$ cat src/rtl/rsse_pkg.sv
`timescale 1ns / 1ps
// ----------------------------------------------------------------------------
// rsse_pkg: shared types and constants of the RLE sprite span expander
// Stream layouts, register indexes and the controller/datapath interface.
// ----------------------------------------------------------------------------
package rsse_pkg;

    // coded byte: palette index in the top bits, run length minus one below
    localparam int S_DATA_W   = 8;
    localparam int IDX_SHIFT  = 5;
    localparam int IDX_W      = 3;
    localparam int RUN_CODE_W = 5;
    localparam int RUN_W      = 6;   // 1..32

    // result tdata layout, lowest field first
    localparam int COORD_W    = 15;
    localparam int SCALE_W    = 7;
    localparam int RECT_X_LSB = 0;
    localparam int RECT_Y_LSB = RECT_X_LSB + COORD_W;
    localparam int RECT_W_LSB = RECT_Y_LSB + COORD_W;
    localparam int RECT_H_LSB = RECT_W_LSB + COORD_W;
    localparam int COLOUR_LSB = RECT_H_LSB + SCALE_W;
    localparam int M_FIELDS_W = COLOUR_LSB + IDX_W;
    localparam int M_DATA_W   = ((M_FIELDS_W + 7) / 8) * 8;

    // configuration port
    localparam int CFG_INDEX_W = 3;
    localparam int CFG_DATA_W  = 12;
    localparam int DIM_W       = 9;
    localparam int ORIGIN_W    = 12;
    localparam int COUNT_W     = 4;
    localparam int MAX_SCALE   = 64;

    localparam logic [CFG_INDEX_W-1:0] CFG_ART_WIDTH    = 3'd0;
    localparam logic [CFG_INDEX_W-1:0] CFG_ART_HEIGHT   = 3'd1;
    localparam logic [CFG_INDEX_W-1:0] CFG_ORIGIN_X     = 3'd2;
    localparam logic [CFG_INDEX_W-1:0] CFG_ORIGIN_Y     = 3'd3;
    localparam logic [CFG_INDEX_W-1:0] CFG_PIXEL_SCALE  = 3'd4;
    localparam logic [CFG_INDEX_W-1:0] CFG_COLOUR_COUNT = 3'd5;

    // controller -> datapath
    typedef struct packed {
        logic accept;   // latch a new coded byte
        logic step;     // cut one span off the run
        logic load;     // move the span into the output register
        logic finish;   // byte done, apply end-of-image reset if flagged
    } cmd_t;

    // datapath -> controller
    typedef struct packed {
        logic step_emit;  // current step produces a visible span
        logic step_done;  // current step ends the byte
        logic span_last;  // registered span was the final one of the byte
        logic out_free;   // output register can take a span
    } status_t;

endpackage

$ cat src/rtl/rsse_cfg.sv
`timescale 1ns / 1ps
// ----------------------------------------------------------------------------
// rsse_cfg: configuration registers
// Holds the six registers and presents the clamped working values.
// ----------------------------------------------------------------------------
module rsse_cfg #(
    parameter int MAX_ART_WIDTH  = 256,
    parameter int MAX_ART_HEIGHT = 256
) (
    input  logic                                    aclk,
    input  logic                                    aresetn,
    input  logic                                    cfg_valid,
    output logic                                    cfg_ready,
    input  logic [rsse_pkg::CFG_INDEX_W-1:0]        cfg_index,
    input  logic [rsse_pkg::CFG_DATA_W-1:0]         cfg_data,
    output logic [$clog2(MAX_ART_WIDTH + 1)-1:0]    w_eff,
    output logic [$clog2(MAX_ART_HEIGHT + 1)-1:0]   h_eff,
    output logic [rsse_pkg::SCALE_W-1:0]            s_eff,
    output logic [rsse_pkg::ORIGIN_W-1:0]           origin_x,
    output logic [rsse_pkg::ORIGIN_W-1:0]           origin_y,
    output logic [rsse_pkg::COUNT_W-1:0]            colour_count
);

    localparam int CW = $clog2(MAX_ART_WIDTH + 1);
    localparam int RW = $clog2(MAX_ART_HEIGHT + 1);

    logic [rsse_pkg::DIM_W-1:0]    art_width_reg;
    logic [rsse_pkg::DIM_W-1:0]    art_height_reg;
    logic [rsse_pkg::ORIGIN_W-1:0] origin_x_reg;
    logic [rsse_pkg::ORIGIN_W-1:0] origin_y_reg;
    logic [rsse_pkg::SCALE_W-1:0]  pixel_scale_reg;
    logic [rsse_pkg::COUNT_W-1:0]  colour_count_reg;

    assign cfg_ready = 1'b1;

    always_ff @(posedge aclk) begin
        if (!aresetn) begin
            art_width_reg    <= rsse_pkg::DIM_W'(64);
            art_height_reg   <= rsse_pkg::DIM_W'(64);
            origin_x_reg     <= '0;
            origin_y_reg     <= '0;
            pixel_scale_reg  <= rsse_pkg::SCALE_W'(1);
            colour_count_reg <= rsse_pkg::COUNT_W'(8);
        end else if (cfg_valid) begin
            case (cfg_index)
                rsse_pkg::CFG_ART_WIDTH:    art_width_reg    <= cfg_data[rsse_pkg::DIM_W-1:0];
                rsse_pkg::CFG_ART_HEIGHT:   art_height_reg   <= cfg_data[rsse_pkg::DIM_W-1:0];
                rsse_pkg::CFG_ORIGIN_X:     origin_x_reg     <= cfg_data;
                rsse_pkg::CFG_ORIGIN_Y:     origin_y_reg     <= cfg_data;
                rsse_pkg::CFG_PIXEL_SCALE:  pixel_scale_reg  <= cfg_data[rsse_pkg::SCALE_W-1:0];
                rsse_pkg::CFG_COLOUR_COUNT: colour_count_reg <= cfg_data[rsse_pkg::COUNT_W-1:0];
                default: ;
            endcase
        end
    end

    // zero means one, oversize saturates
    always_comb begin
        if (art_width_reg == '0) begin
            w_eff = CW'(1);
        end else if (32'(art_width_reg) > 32'(MAX_ART_WIDTH)) begin
            w_eff = CW'(MAX_ART_WIDTH);
        end else begin
            w_eff = CW'(art_width_reg);
        end

        if (art_height_reg == '0) begin
            h_eff = RW'(1);
        end else if (32'(art_height_reg) > 32'(MAX_ART_HEIGHT)) begin
            h_eff = RW'(MAX_ART_HEIGHT);
        end else begin
            h_eff = RW'(art_height_reg);
        end

        if (pixel_scale_reg == '0) begin
            s_eff = rsse_pkg::SCALE_W'(1);
        end else if (pixel_scale_reg > rsse_pkg::SCALE_W'(rsse_pkg::MAX_SCALE)) begin
            s_eff = rsse_pkg::SCALE_W'(rsse_pkg::MAX_SCALE);
        end else begin
            s_eff = pixel_scale_reg;
        end
    end

    assign origin_x     = origin_x_reg;
    assign origin_y     = origin_y_reg;
    assign colour_count = colour_count_reg;

endmodule

$ cat src/rtl/rsse_ctrl.sv
`timescale 1ns / 1ps
// ----------------------------------------------------------------------------
// rsse_ctrl: span sequencer
// Takes a coded byte, steps it span by span and hands visible spans out.
// ----------------------------------------------------------------------------
module rsse_ctrl (
    input  logic              aclk,
    input  logic              aresetn,
    input  logic              s_tvalid,
    output logic              s_tready,
    input  rsse_pkg::status_t status,
    output rsse_pkg::cmd_t    cmd
);

    localparam logic [1:0] ST_IDLE = 2'd0;
    localparam logic [1:0] ST_CALC = 2'd1;
    localparam logic [1:0] ST_FORM = 2'd2;

    logic [1:0] state_reg, state_next;

    always_ff @(posedge aclk) begin
        if (!aresetn) begin
            state_reg <= ST_IDLE;
        end else begin
            state_reg <= state_next;
        end
    end

    always_comb begin
        state_next = state_reg;
        cmd        = '0;
        s_tready   = 1'b0;
        case (state_reg)
            ST_IDLE: begin
                s_tready = 1'b1;
                if (s_tvalid) begin
                    cmd.accept = 1'b1;
                    state_next = ST_CALC;
                end
            end
            ST_CALC: begin
                cmd.step = 1'b1;
                if (status.step_emit) begin
                    state_next = ST_FORM;
                end else if (status.step_done) begin
                    cmd.finish = 1'b1;
                    state_next = ST_IDLE;
                end
            end
            ST_FORM: begin
                if (status.out_free) begin
                    cmd.load = 1'b1;
                    if (status.span_last) begin
                        cmd.finish = 1'b1;
                        state_next = ST_IDLE;
                    end else begin
                        state_next = ST_CALC;
                    end
                end
            end
            default: begin
                state_next = ST_IDLE;
            end
        endcase
    end

endmodule

$ cat src/rtl/rsse_dp.sv
`timescale 1ns / 1ps
// ----------------------------------------------------------------------------
// rsse_dp: span datapath
// Position tracking, span cutting, scaling and the output register.
// ----------------------------------------------------------------------------
module rsse_dp #(
    parameter int MAX_ART_WIDTH  = 256,
    parameter int MAX_ART_HEIGHT = 256
) (
    input  logic                                    aclk,
    input  logic                                    aresetn,
    input  rsse_pkg::cmd_t                          cmd,
    output rsse_pkg::status_t                       status,
    input  logic [rsse_pkg::S_DATA_W-1:0]           s_tdata,
    input  logic                                    s_tlast,
    input  logic [$clog2(MAX_ART_WIDTH + 1)-1:0]    w_eff,
    input  logic [$clog2(MAX_ART_HEIGHT + 1)-1:0]   h_eff,
    input  logic [rsse_pkg::SCALE_W-1:0]            s_eff,
    input  logic [rsse_pkg::ORIGIN_W-1:0]           origin_x,
    input  logic [rsse_pkg::ORIGIN_W-1:0]           origin_y,
    input  logic [rsse_pkg::COUNT_W-1:0]            colour_count,
    output logic                                    m_tvalid,
    input  logic                                    m_tready,
    output logic [rsse_pkg::M_DATA_W-1:0]           m_tdata,
    output logic                                    m_tlast
);

    localparam int CW = $clog2(MAX_ART_WIDTH + 1);
    localparam int RW = $clog2(MAX_ART_HEIGHT + 1);
    localparam int LW = (CW > rsse_pkg::RUN_W) ? CW : rsse_pkg::RUN_W;
    localparam int CO = rsse_pkg::COORD_W;
    localparam int SW = rsse_pkg::SCALE_W;
    localparam int PAD_W = rsse_pkg::M_DATA_W - rsse_pkg::M_FIELDS_W;

    logic [CW-1:0]                column_reg, column_next;
    logic [RW-1:0]                row_reg, row_next;
    logic [rsse_pkg::IDX_W-1:0]   idx_reg;
    logic [rsse_pkg::RUN_W-1:0]   run_reg, run_next;
    logic                         last_reg;
    logic                         done_reg;
    logic [CO-1:0]                px_reg, py_reg, pw_reg;
    logic                         m_tvalid_reg, m_tvalid_next;
    logic [rsse_pkg::M_DATA_W-1:0] m_tdata_reg;
    logic                         m_tlast_reg;

    logic                         active;
    logic                         visible;
    logic [CW-1:0]                room;
    logic [rsse_pkg::RUN_W-1:0]   span;
    logic [LW:0]                  col_sum;
    logic                         wrap;
    logic [RW-1:0]                row_inc;
    logic [rsse_pkg::RUN_W-1:0]   run_left;
    logic [CW+SW-1:0]             px_full;
    logic [RW+SW-1:0]             py_full;
    logic [rsse_pkg::RUN_W+SW-1:0] pw_full;

    always_comb begin
        active  = (row_reg < h_eff) && (column_reg < w_eff);
        visible = (idx_reg != '0) && ({1'b0, idx_reg} < colour_count);
        room    = w_eff - column_reg;
        if (LW'(room) < LW'(run_reg)) begin
            span = rsse_pkg::RUN_W'(room);
        end else begin
            span = run_reg;
        end
        col_sum  = (LW+1)'(column_reg) + (LW+1)'(span);
        wrap     = col_sum >= (LW+1)'(w_eff);
        row_inc  = row_reg + RW'(1);
        run_left = run_reg - span;
        // products use the position before this step
        px_full  = (CW+SW)'(column_reg) * (CW+SW)'(s_eff);
        py_full  = (RW+SW)'(row_reg) * (RW+SW)'(s_eff);
        pw_full  = (rsse_pkg::RUN_W+SW)'(span) * (rsse_pkg::RUN_W+SW)'(s_eff);

        status.step_emit = active && visible;
        status.step_done = !active || (run_left == '0) || (wrap && (row_inc >= h_eff));
        status.span_last = done_reg;
        status.out_free  = !m_tvalid_reg || m_tready;
    end

    always_comb begin
        column_next = column_reg;
        row_next    = row_reg;
        run_next    = run_reg;
        if (cmd.accept) begin
            run_next = rsse_pkg::RUN_W'(s_tdata[rsse_pkg::RUN_CODE_W-1:0]) +
                       rsse_pkg::RUN_W'(1);
        end
        if (cmd.step && active) begin
            column_next = wrap ? '0 : CW'(col_sum);
            row_next    = wrap ? row_inc : row_reg;
            run_next    = run_left;
        end
        // end of image: back to the top left after this byte
        if (cmd.finish && last_reg) begin
            column_next = '0;
            row_next    = '0;
        end

        m_tvalid_next = m_tvalid_reg;
        if (cmd.load) begin
            m_tvalid_next = 1'b1;
        end else if (m_tready) begin
            m_tvalid_next = 1'b0;
        end
    end

    always_ff @(posedge aclk) begin
        if (!aresetn) begin
            column_reg   <= '0;
            row_reg      <= '0;
            m_tvalid_reg <= 1'b0;
        end else begin
            column_reg   <= column_next;
            row_reg      <= row_next;
            m_tvalid_reg <= m_tvalid_next;
        end
    end

    always_ff @(posedge aclk) begin
        run_reg <= run_next;
        if (cmd.accept) begin
            idx_reg  <= s_tdata[rsse_pkg::IDX_SHIFT +: rsse_pkg::IDX_W];
            last_reg <= s_tlast;
        end
        if (cmd.step) begin
            done_reg <= status.step_done;
            px_reg   <= CO'(px_full);
            py_reg   <= CO'(py_full);
            pw_reg   <= CO'(pw_full);
        end
        if (cmd.load) begin
            // pad, colour, height, width, y, x from the top down
            m_tdata_reg <= {PAD_W'(0), idx_reg, s_eff, pw_reg,
                            CO'(origin_y) + py_reg, CO'(origin_x) + px_reg};
            m_tlast_reg <= done_reg;
        end
    end

    assign m_tvalid = m_tvalid_reg;
    assign m_tdata  = m_tdata_reg;
    assign m_tlast  = m_tlast_reg;

endmodule

$ cat src/rtl/rle_sprite_span_expander_top.sv
`timescale 1ns / 1ps
// ----------------------------------------------------------------------------
// rle_sprite_span_expander_top: RLE sprite span expander
// Turns coded sprite bytes into scaled screen rectangles, one per visible span.
// ----------------------------------------------------------------------------
// Flow: each visible span takes a cut/scale step and a load step in the
// sequencer; a transparent run takes only cut steps, and a byte past the end
// of the image ends at its first cut step. A new byte is taken only once the
// last one is done. Output stalls hold the load step.
// Reset: synchronous active-low; position to the top left, registers to
// 64 x 64, origin 0, scale 1, eight colours; output empty.
module rle_sprite_span_expander_top #(
    parameter int MAX_ART_WIDTH  = 256,
    parameter int MAX_ART_HEIGHT = 256
) (
    input  logic                              aclk,
    input  logic                              aresetn,
    // rle_byte
    input  logic                              s_tvalid,
    output logic                              s_tready,
    input  logic [rsse_pkg::S_DATA_W-1:0]     s_tdata,
    input  logic                              s_tlast,     // last_byte
    // rect_x, rect_y, rect_width, rect_height, colour_index, zero pad
    output logic                              m_tvalid,
    input  logic                              m_tready,
    output logic [rsse_pkg::M_DATA_W-1:0]     m_tdata,
    output logic                              m_tlast,     // last_span
    input  logic                              cfg_valid,
    output logic                              cfg_ready,
    input  logic [rsse_pkg::CFG_INDEX_W-1:0]  cfg_index,
    input  logic [rsse_pkg::CFG_DATA_W-1:0]   cfg_data
);

    localparam int CW = $clog2(MAX_ART_WIDTH + 1);
    localparam int RW = $clog2(MAX_ART_HEIGHT + 1);

    rsse_pkg::cmd_t                 cmd;
    rsse_pkg::status_t              status;
    logic [CW-1:0]                  w_eff;
    logic [RW-1:0]                  h_eff;
    logic [rsse_pkg::SCALE_W-1:0]   s_eff;
    logic [rsse_pkg::ORIGIN_W-1:0]  origin_x;
    logic [rsse_pkg::ORIGIN_W-1:0]  origin_y;
    logic [rsse_pkg::COUNT_W-1:0]   colour_count;

    rsse_cfg #(
        .MAX_ART_WIDTH  (MAX_ART_WIDTH),
        .MAX_ART_HEIGHT (MAX_ART_HEIGHT)
    ) u_cfg (
        .aclk         (aclk),
        .aresetn      (aresetn),
        .cfg_valid    (cfg_valid),
        .cfg_ready    (cfg_ready),
        .cfg_index    (cfg_index),
        .cfg_data     (cfg_data),
        .w_eff        (w_eff),
        .h_eff        (h_eff),
        .s_eff        (s_eff),
        .origin_x     (origin_x),
        .origin_y     (origin_y),
        .colour_count (colour_count)
    );

    rsse_ctrl u_ctrl (
        .aclk     (aclk),
        .aresetn  (aresetn),
        .s_tvalid (s_tvalid),
        .s_tready (s_tready),
        .status   (status),
        .cmd      (cmd)
    );

    rsse_dp #(
        .MAX_ART_WIDTH  (MAX_ART_WIDTH),
        .MAX_ART_HEIGHT (MAX_ART_HEIGHT)
    ) u_dp (
        .aclk         (aclk),
        .aresetn      (aresetn),
        .cmd          (cmd),
        .status       (status),
        .s_tdata      (s_tdata),
        .s_tlast      (s_tlast),
        .w_eff        (w_eff),
        .h_eff        (h_eff),
        .s_eff        (s_eff),
        .origin_x     (origin_x),
        .origin_y     (origin_y),
        .colour_count (colour_count),
        .m_tvalid     (m_tvalid),
        .m_tready     (m_tready),
        .m_tdata      (m_tdata),
        .m_tlast      (m_tlast)
    );

`ifndef SYNTHESIS
    // a taken byte blocks the input until its spans are done
    a_accept_blocks: assert property (@(posedge aclk) disable iff (!aresetn)
        (s_tvalid && s_tready) |=> !s_tready)
        else $error("input ready right after a request was taken");

    // a span never overwrites one that is still waiting
    a_load_free: assert property (@(posedge aclk) disable iff (!aresetn)
        cmd.load |-> (!m_tvalid || m_tready))
        else $error("output register loaded while holding a pending span");
`endif

endmodule

$ cat config.mk
export PLATFORM = sky130hd
export DESIGN_NAME = rle_sprite_span_expander_top
export DESIGN_NICKNAME = d
export VERILOG_FILES = /design/src/rtl/rsse_pkg.sv /design/src/rtl/rsse_cfg.sv /design/src/rtl/rsse_ctrl.sv /design/src/rtl/rsse_dp.sv /design/src/rtl/rle_sprite_span_expander_top.sv
export SDC_FILE = /design/constraint.sdc
export NUM_CORES = 1
export LEC_CHECK = 0
export ABC_AREA = 1
export ABC_CLOCK_PERIOD_IN_PS = 7600
export BUFFER_PORTS_ARGS = -buffer_cell sky130_fd_sc_hd__buf_2
export CORE_UTILIZATION = 50
export CTS_CLUSTER_SIZE = 24
export DETAILED_ROUTE_END_ITERATION = 12
export PLACE_DENSITY_LB_ADDON = 0.1
export SYNTH_ARGS = -nofsm -noshare
export SYNTH_HDL_FRONTEND = slang
export SYNTH_SLANG_ARGS = --single-unit
$ cat constraint.sdc
create_clock -name aclk -period 7.6 [get_ports aclk]
set_clock_uncertainty 0.15 [all_clocks]
set_input_delay 1.14 -clock aclk [delete_from_list [all_inputs] [get_ports aclk]]
set_output_delay 1.14 -clock aclk [all_outputs]
set_load 0.005 [all_outputs]
==> results.toml, run 1 <==
[outcome]
run_status = "finished, final reports clean"

[global_routing]
antenna_found_initial = 0
leftover_overflow_at_the_end_of_global_routing = 0
groute.layer.met3.usage_pct = 2.822
grt_util_met2_pct = 37.63
first_global_vias = 10190
gr-usage-all-layers_pct = 23.89
globalRoute.busiestLayer = "met2"
grt_pass1_wl_microns = 53060
grt.met1_usage_pct = 35.12
grt_max_degree = 58

[floorplanning]
floorplan.die_area_sq_um = 28620
ioPinCount = 89
fp.dieH_microns = 169.2
core_area_sq_um = 27180
die_w_microns = 169.2
starting_density_of_the_core_pct = 51.42
rows = 60

[timing]
max_slew_margin_pct = 30.14
final_min_period_over_clock_period_pct = 94.07
worst_pin_slew_ns = 1.048
setup_ws_ns = 0.4509
clock.fmax_mhz = 139.9
final_period_minus_worst_setup_slack_ns = 7.149
final_hold_viol_count = 0
setup-violations-final = 0
timing_max_transition_violations_final = 0

[clock_tree]
clock_tree.buffer_depth = 2
clk-insertion-delay-late_ns = 0.45
tritoncts.num_buffers = 17
cts_num_sinks = 182
root_buffer = "clkbuf_16"
cts_tree = "built"
clkTransAtPathRegs_ns = 0.08
htreeDepth = 4

[critical_path]
critical_path_class = "reg2reg"
critPathMostFrequentCell = "inv_1"
crit_required_ns = 7.65
worstSetupEndpointType = "flip-flop"
critical_path.startpoint_type = "flip-flop"
timing.critical_path.arrival_ns = 7.20
crit_path_top_delay_cell = "fa_1"
slowest_cell_delay_on_critical_path_ns = 0.55
path_max_fanout = 9

[pwr]
switching_share_pct = 44.71
power_frac_seq_pct = 29.6
vdd_drop_max_uv = 364.1
power.clock.fraction_pct = 18.8
power_density_nw_per_um2 = 322.0
totalPowerFinal_w = 0.005019
intPower_w = 0.002775
sw_power_w = 0.002244
power.combinational.fraction_pct = 51.6
total_leakage_power_nw = 7.717

[run]
max-cap-violations = 0

[placement]
dp_worst_setup_slack_ns = 0.09526
dp.cells = 2024
dp_hpwl_microns = 24160
placed_cell_area_sq_um = 14910
final_estimated_routing_congestion_in_global_placement = 0.9058
placement.io_buffers = 84

[cells_and_area]
cell_count_final_fillers_out = 2056
finalNetCount = 1959
number_of_flip_flops_in_the_largest_register = 53
ff_latch_area_sq_um = 4726
postLayoutCoreUtil_pct = 57.34
synthToLayoutAreaGrowth_pct = 11.51
drive_gt1_share_pct = 11.10
n_antenna_cell = 0
post_layout_instance_area_sq_um = 15580
n_fill_cell = 2456
multiInputGateArea_sq_um = 8167

[synthesis]
synth.top_cells.by_area = "edfxtp_1 23%, ha_1 15%, fa_1 13%"
synth-seq-cells = 182
leading_cell_type_by_number_of_instances_after_synthesis = "inv_1"
yosys.area.top_type = "edfxtp_1"
synthesis.area_sq_um = 13970
syn-mean-instance-area_sq_um = 8.862
warnings_synthesis = 0
synth_edf_count = 108
post_synth_num_cell_types = 46
synth_top_area_share_pct = 23.21
sequential_fraction_of_the_synthesis_area_pct = 33.81
synth_cells = 1577
synth.cells.most_frequent = "250 x inv_1, 241 x nand2_1, 202 x nor2_1, 167 x ha_1, 108 x edfxtp_1"
yosys_most_used_dff = "edfxtp_1"
synthArstFlopShare_pct = 0

[hold_path]
min-delay-path-class = "reg2reg"

[routing]
wl_microns = 32270
post_drt_wl_per_cell_microns = 15.69
num_vias = 10510
antenna_violating_nets_post_route = 0
via_per_inst = 5.110
first_iter_violations = 690
drcViolationCount = 0
detail_route.first_pass.iterations = 5
## through the flow
step / hold WS (ns) / setup TNS [ns]
after floorplan: 0.2503 / 0
after global placement: 0.2605 / 0
after detailed placement: 0.2556 / 0
after CTS: 0.2763 / 0
after global routing: 0.2914 / -0.01232
final: 0.2736 / 0
## worst paths after layout
check	cells past startpoint	slack (ns)	start	endpoint
worst min register to register	0	0.27	u_dp.pw_reg[5]	u_dp.m_tdata[35]
worst max-delay path	38	0.45	u_cfg.art_width_reg[4]	u_dp.pw_reg[12]
worst min-delay path	0	0.27	u_dp.pw_reg[5]	u_dp.m_tdata[35]
worst max register to register	38	0.45	u_cfg.art_width_reg[4]	u_dp.pw_reg[12]
## critical path: cells and delay by family, from the launching register on
family / cells / cell delay [ns]
AND/OR/NAND/NOR: 11 / 1.32
AO/OA/AOI/OAI: 12 / 1.66
flip-flops: 1 / 0.35
adder cells (fa/ha/maj): 7 / 2.83
XOR/XNOR: 2 / 0.25
buffers and inverters: 6 / 0.35
## per-layer routing
| metal | part of all wire [%] | routed length [microns] |
|---|---|---|
| met3 | 4.7 | 1527 |
| met5 | 0 | 0 |
| met1 | 50 | 16180 |
| met2 | 44 | 14150 |
| met4 | 1.3 | 417 |
## placed cells by master, fill, tap and decap left out, types with 6 or more instances in the layout
cell	netlist	routed
nor3_1	6	6
nand4_1	10	10
nand2_1	241	240
a22oi_1	8	8
edfxtp_1	108	108
clkinv_8	0	8
clkinv_1	7	7
fa_1	92	92
xor2_1	58	57
a21oi_1	89	88
inv_1	250	248
a21o_1	8	8
clkbuf_16	0	17
xnor2_1	29	29
o21ai_0	91	87
nor2_2	12	11
nand3_1	37	37
ha_1	167	165
nor2_1	202	201
dfxtp_1	74	73
buf_4	4	28
buf_2	1	84
o21ai_1	4	7
## cell type report
| class | count | share of cell area [%] |
|---|---|---|
| Inverter | 258 | 6.214 |
| Multi-Input combinational cell | 1100 | 52.40 |
| Clock buffer | 17 | 2.730 |
| Tap cell | 372 | 2.987 |
| Clock inverter | 15 | 1.293 |
| Timing Repair Buffer | 112 | 4.047 |
| Sequential cell | 182 | 30.33 |
## what timing repair did
action	4_1_cts	5_1_grt
hold buffers	0	0
setup buffers	0	0
gates resized for setup	0	15
endpoints found under the setup margin	0	24
## cell families (layout without fill, tap and decap cells)
family	after synthesis	after routing	synth area share (%)
mux	1	1	0.07163
simple gates	530	530	15.70
compound gates	219	219	8.577
xor+xnor	87	87	5.453
flops	182	182	33.81
fa+ha+maj	259	259	28.13
buf+inv	297	402	8.201
other cells	2	4	0.05374
## power groups by stage
| stage | combinational (W) | clock, W | sequential, W |
|---|---|---|---|
| after floorplan | 0.00178 | 0 | 0.00149 |
| after global placement | 0.00248 | 0 | 0.00150 |
| after detailed placement | 0.00251 | 0 | 0.00151 |
| after CTS | 0.00255 | 0.000957 | 0.00149 |
| after global routing | 0.00294 | 0.000995 | 0.00151 |
| final | 0.00259 | 0.000944 | 0.00148 |
No activity file was read; power rests on OpenSTA's default activity.
==> run 2, diff against run 1 <==
--- a/config.mk
+++ b/config.mk
@@ -6,7 +6,7 @@
 export NUM_CORES = 1
 export LEC_CHECK = 0
 export ABC_AREA = 1
-export ABC_CLOCK_PERIOD_IN_PS = 7600
+export ABC_CLOCK_PERIOD_IN_PS = 6100
 export BUFFER_PORTS_ARGS = -buffer_cell sky130_fd_sc_hd__buf_2
 export CORE_UTILIZATION = 50
 export CTS_CLUSTER_SIZE = 24
==> constraint.sdc (replaced) <==
create_clock -name aclk -period 6.1 [get_ports aclk]
set_clock_uncertainty 0.15 [all_clocks]
set_input_delay 0.915 -clock aclk [delete_from_list [all_inputs] [get_ports aclk]]
set_output_delay 0.915 -clock aclk [all_outputs]
set_load 0.005 [all_outputs]
==> results.toml, run 2 (synthesis results as in run 1) <==
[outcome]
run_status = "complete, but fails checks"
violations = "negative setup slack"

[clock_tree]
tritoncts.num_buffers = 17
cts_hold_buffers = 0
clkTransAtPathRegs_ns = 0.09
cts_tree = "built"
cts_num_sinks = 182
clk-insertion-delay-late_ns = 0.45
root_buffer = "clkbuf_16"
clock_tree.buffer_depth = 2
htreeDepth = 4

[critical_path]
critPathMostFrequentCell = "inv_2"
slowest_cell_delay_on_critical_path_ns = 0.56
crit_path_top_delay_cell = "fa_1"
critical_path.startpoint_type = "flip-flop"
ff2ff_setup_slack_ns = -0.64
critical_path_class = "reg2reg"
r2r_start = "u_cfg.art_width_reg[1]"
crit_required_ns = 6.16
path_max_fanout = 7
crit-reg2reg-capture = "u_dp.pw_reg[12]"
r2r_cells = 38
timing.critical_path.arrival_ns = 6.80
crit_path_start = "u_cfg.art_width_reg[1]"
worstSetupEndpointType = "flip-flop"
crit_end = "u_dp.pw_reg[12]"

[pwr]
total_leakage_power_nw = 8.299
intPower_w = 0.004351
vdd_drop_max_uv = 408.8
power_frac_seq_pct = 24.2
sw_power_w = 0.003256
power.clock.fraction_pct = 15.5
power_density_nw_per_um2 = 450.0
power.combinational.fraction_pct = 60.3
switching_share_pct = 42.80

[routing]
dr_wl_met3_microns = 1626
antenna_violating_nets_post_route = 0
drcViolationCount = 0
wl_microns = 34560
first_iter_violations = 759
met2RoutedLength_microns = 16110
detail_route.first_pass.iterations = 5
via_per_inst = 5.126
route.layer.met1.wl_microns = 16310
post_drt_wl_per_cell_microns = 15.96
route.top_layer_used = "met4"
num_vias = 11100

[floorplanning]
die_w_microns = 169.2
rows = 60
starting_density_of_the_core_pct = 51.42
ioPinCount = 89
fp.dieH_microns = 169.2
floorplan.die_area_sq_um = 28620
core_area_sq_um = 27180

[cells_and_area]
cell_count_final_fillers_out = 2166
synthToLayoutAreaGrowth_pct = 20.96
most_common_cell_after_layout_fill_and_taps_aside = "inv_1"
n_antenna_cell = 0
n_fill_cell = 2386
number_of_flip_flops_in_the_largest_register = 53
leading_cell_types_in_the_layout_fill_and_taps_excluded = "239 x inv_1, 226 x nand2_1, 187 x nor2_1"
finalNetCount = 2069
drive_gt1_share_pct = 20.79

[timing]
final_min_period_over_clock_period_pct = 110.4
max_slew_margin_pct = 13.65
rsz_0062_raised_after_global_routing = "true"
final_hold_viol_count = 0
setup-violations-final = 28
setup_ws_ns = -0.6369
final_period_minus_worst_setup_slack_ns = 6.737
worst_pin_slew_ns = 1.295
timing_max_transition_violations_final = 0
clock.fmax_mhz = 148.4

[global_routing]
leftover_overflow_at_the_end_of_global_routing = 0
gr-usage-all-layers_pct = 25.02
grt_pass1_wl_microns = 55660
antenna_found_initial = 0
grt_max_degree = 60
first_global_vias = 10920

[placement]
dp_hpwl_microns = 25060
final_estimated_routing_congestion_in_global_placement = 0.9180
placement.io_buffers = 84
dp.cells = 2100
dp_worst_setup_slack_ns = -0.7449

[run]
max-cap-violations = 0

[hold_path]
min-delay-path-class = "reg2reg"
-- run 2: per-layer routing --
layer  global-route usage (%)  up-vias
met2                    40.62      287
met3                    2.752       31
met1                    35.77     5298
li1                         -     5486
met4                    6.150        0
met5                        0        -
-- run 2: layout make-up --
class                      count  area [sq um]  share of cell area [%]
clock buffer                  17         425.4                   2.517
clock inverter                15         198.9                   1.177
inverter                     258         973.4                   5.759
multi-input combinational   1103          8650                   51.17
sequential                   182          4731                   27.99
tap                          372         465.4                   2.754
timing repair buffer         219          1460                   8.638
-- run 2: what timing repair did --
action | CTS | global route
cloned | 2 | 1
setup buffers | 14 | 21
pin swaps | 37 | 62
resized for setup | 37 | 75
setup endpoints to repair | 29 | 30
-- run 2: worst min path at each step --
stage	cells past startpoint	endpoint	start	slack, ns
floorplan	0	u_dp.m_tdata[30]	u_dp.pw_reg[0]	0.25
global placement	0	u_dp.m_tdata[31]	u_dp.pw_reg[1]	0.26
detailed placement	0	u_dp.m_tdata[38]	u_dp.pw_reg[8]	0.26
CTS	0	u_dp.m_tdata[36]	u_dp.pw_reg[6]	0.27
global route	0	u_dp.m_tdata[39]	u_dp.pw_reg[9]	0.28
finish	0	u_dp.m_tdata[36]	u_dp.pw_reg[6]	0.27
-- run 2: worst max-delay path: cells and delay by family (launching register included) --
| kind | cells | cell delay, ns |
|---|---|---|
| adder cells (fa/ha/maj) | 7 | 2.60 |
| AO/OA/AOI/OAI | 12 | 1.63 |
| AND/OR/NAND/NOR | 11 | 1.26 |
| flip-flops | 1 | 0.33 |
| buffers and inverters | 6 | 0.30 |
| XOR/XNOR | 2 | 0.23 |
-- run 2: through the flow --
step / hold slack (ns) / setup TNS [ns] / util, % / cell area (sq um) / total power (W)
detailed placement: 0.2552 / -16.73 / 57.24 / 15560 / 0.005598
finish: 0.2704 / -11.57 / 62.20 / 16900 / 0.007607
global route: 0.2804 / -21.59 / 62.20 / 16900 / 0.008151
global placement: 0.2562 / -10.87 / 57.24 / 15560 / 0.005518
floorplan: 0.2503 / -0.9181 / - / 14060 / 0.004170
CTS: 0.2731 / -9.758 / 60.56 / 16460 / 0.007088
-- run 2: power by group through the flow --
stage | clock network (W) | logic [W] | registers, W
finish | 0.00118 | 0.00459 | 0.00184
CTS | 0.00120 | 0.00405 | 0.00184
global placement | 0 | 0.00366 | 0.00186
global route | 0.00124 | 0.00504 | 0.00187
detailed placement | 0 | 0.00374 | 0.00186
floorplan | 0 | 0.00231 | 0.00186
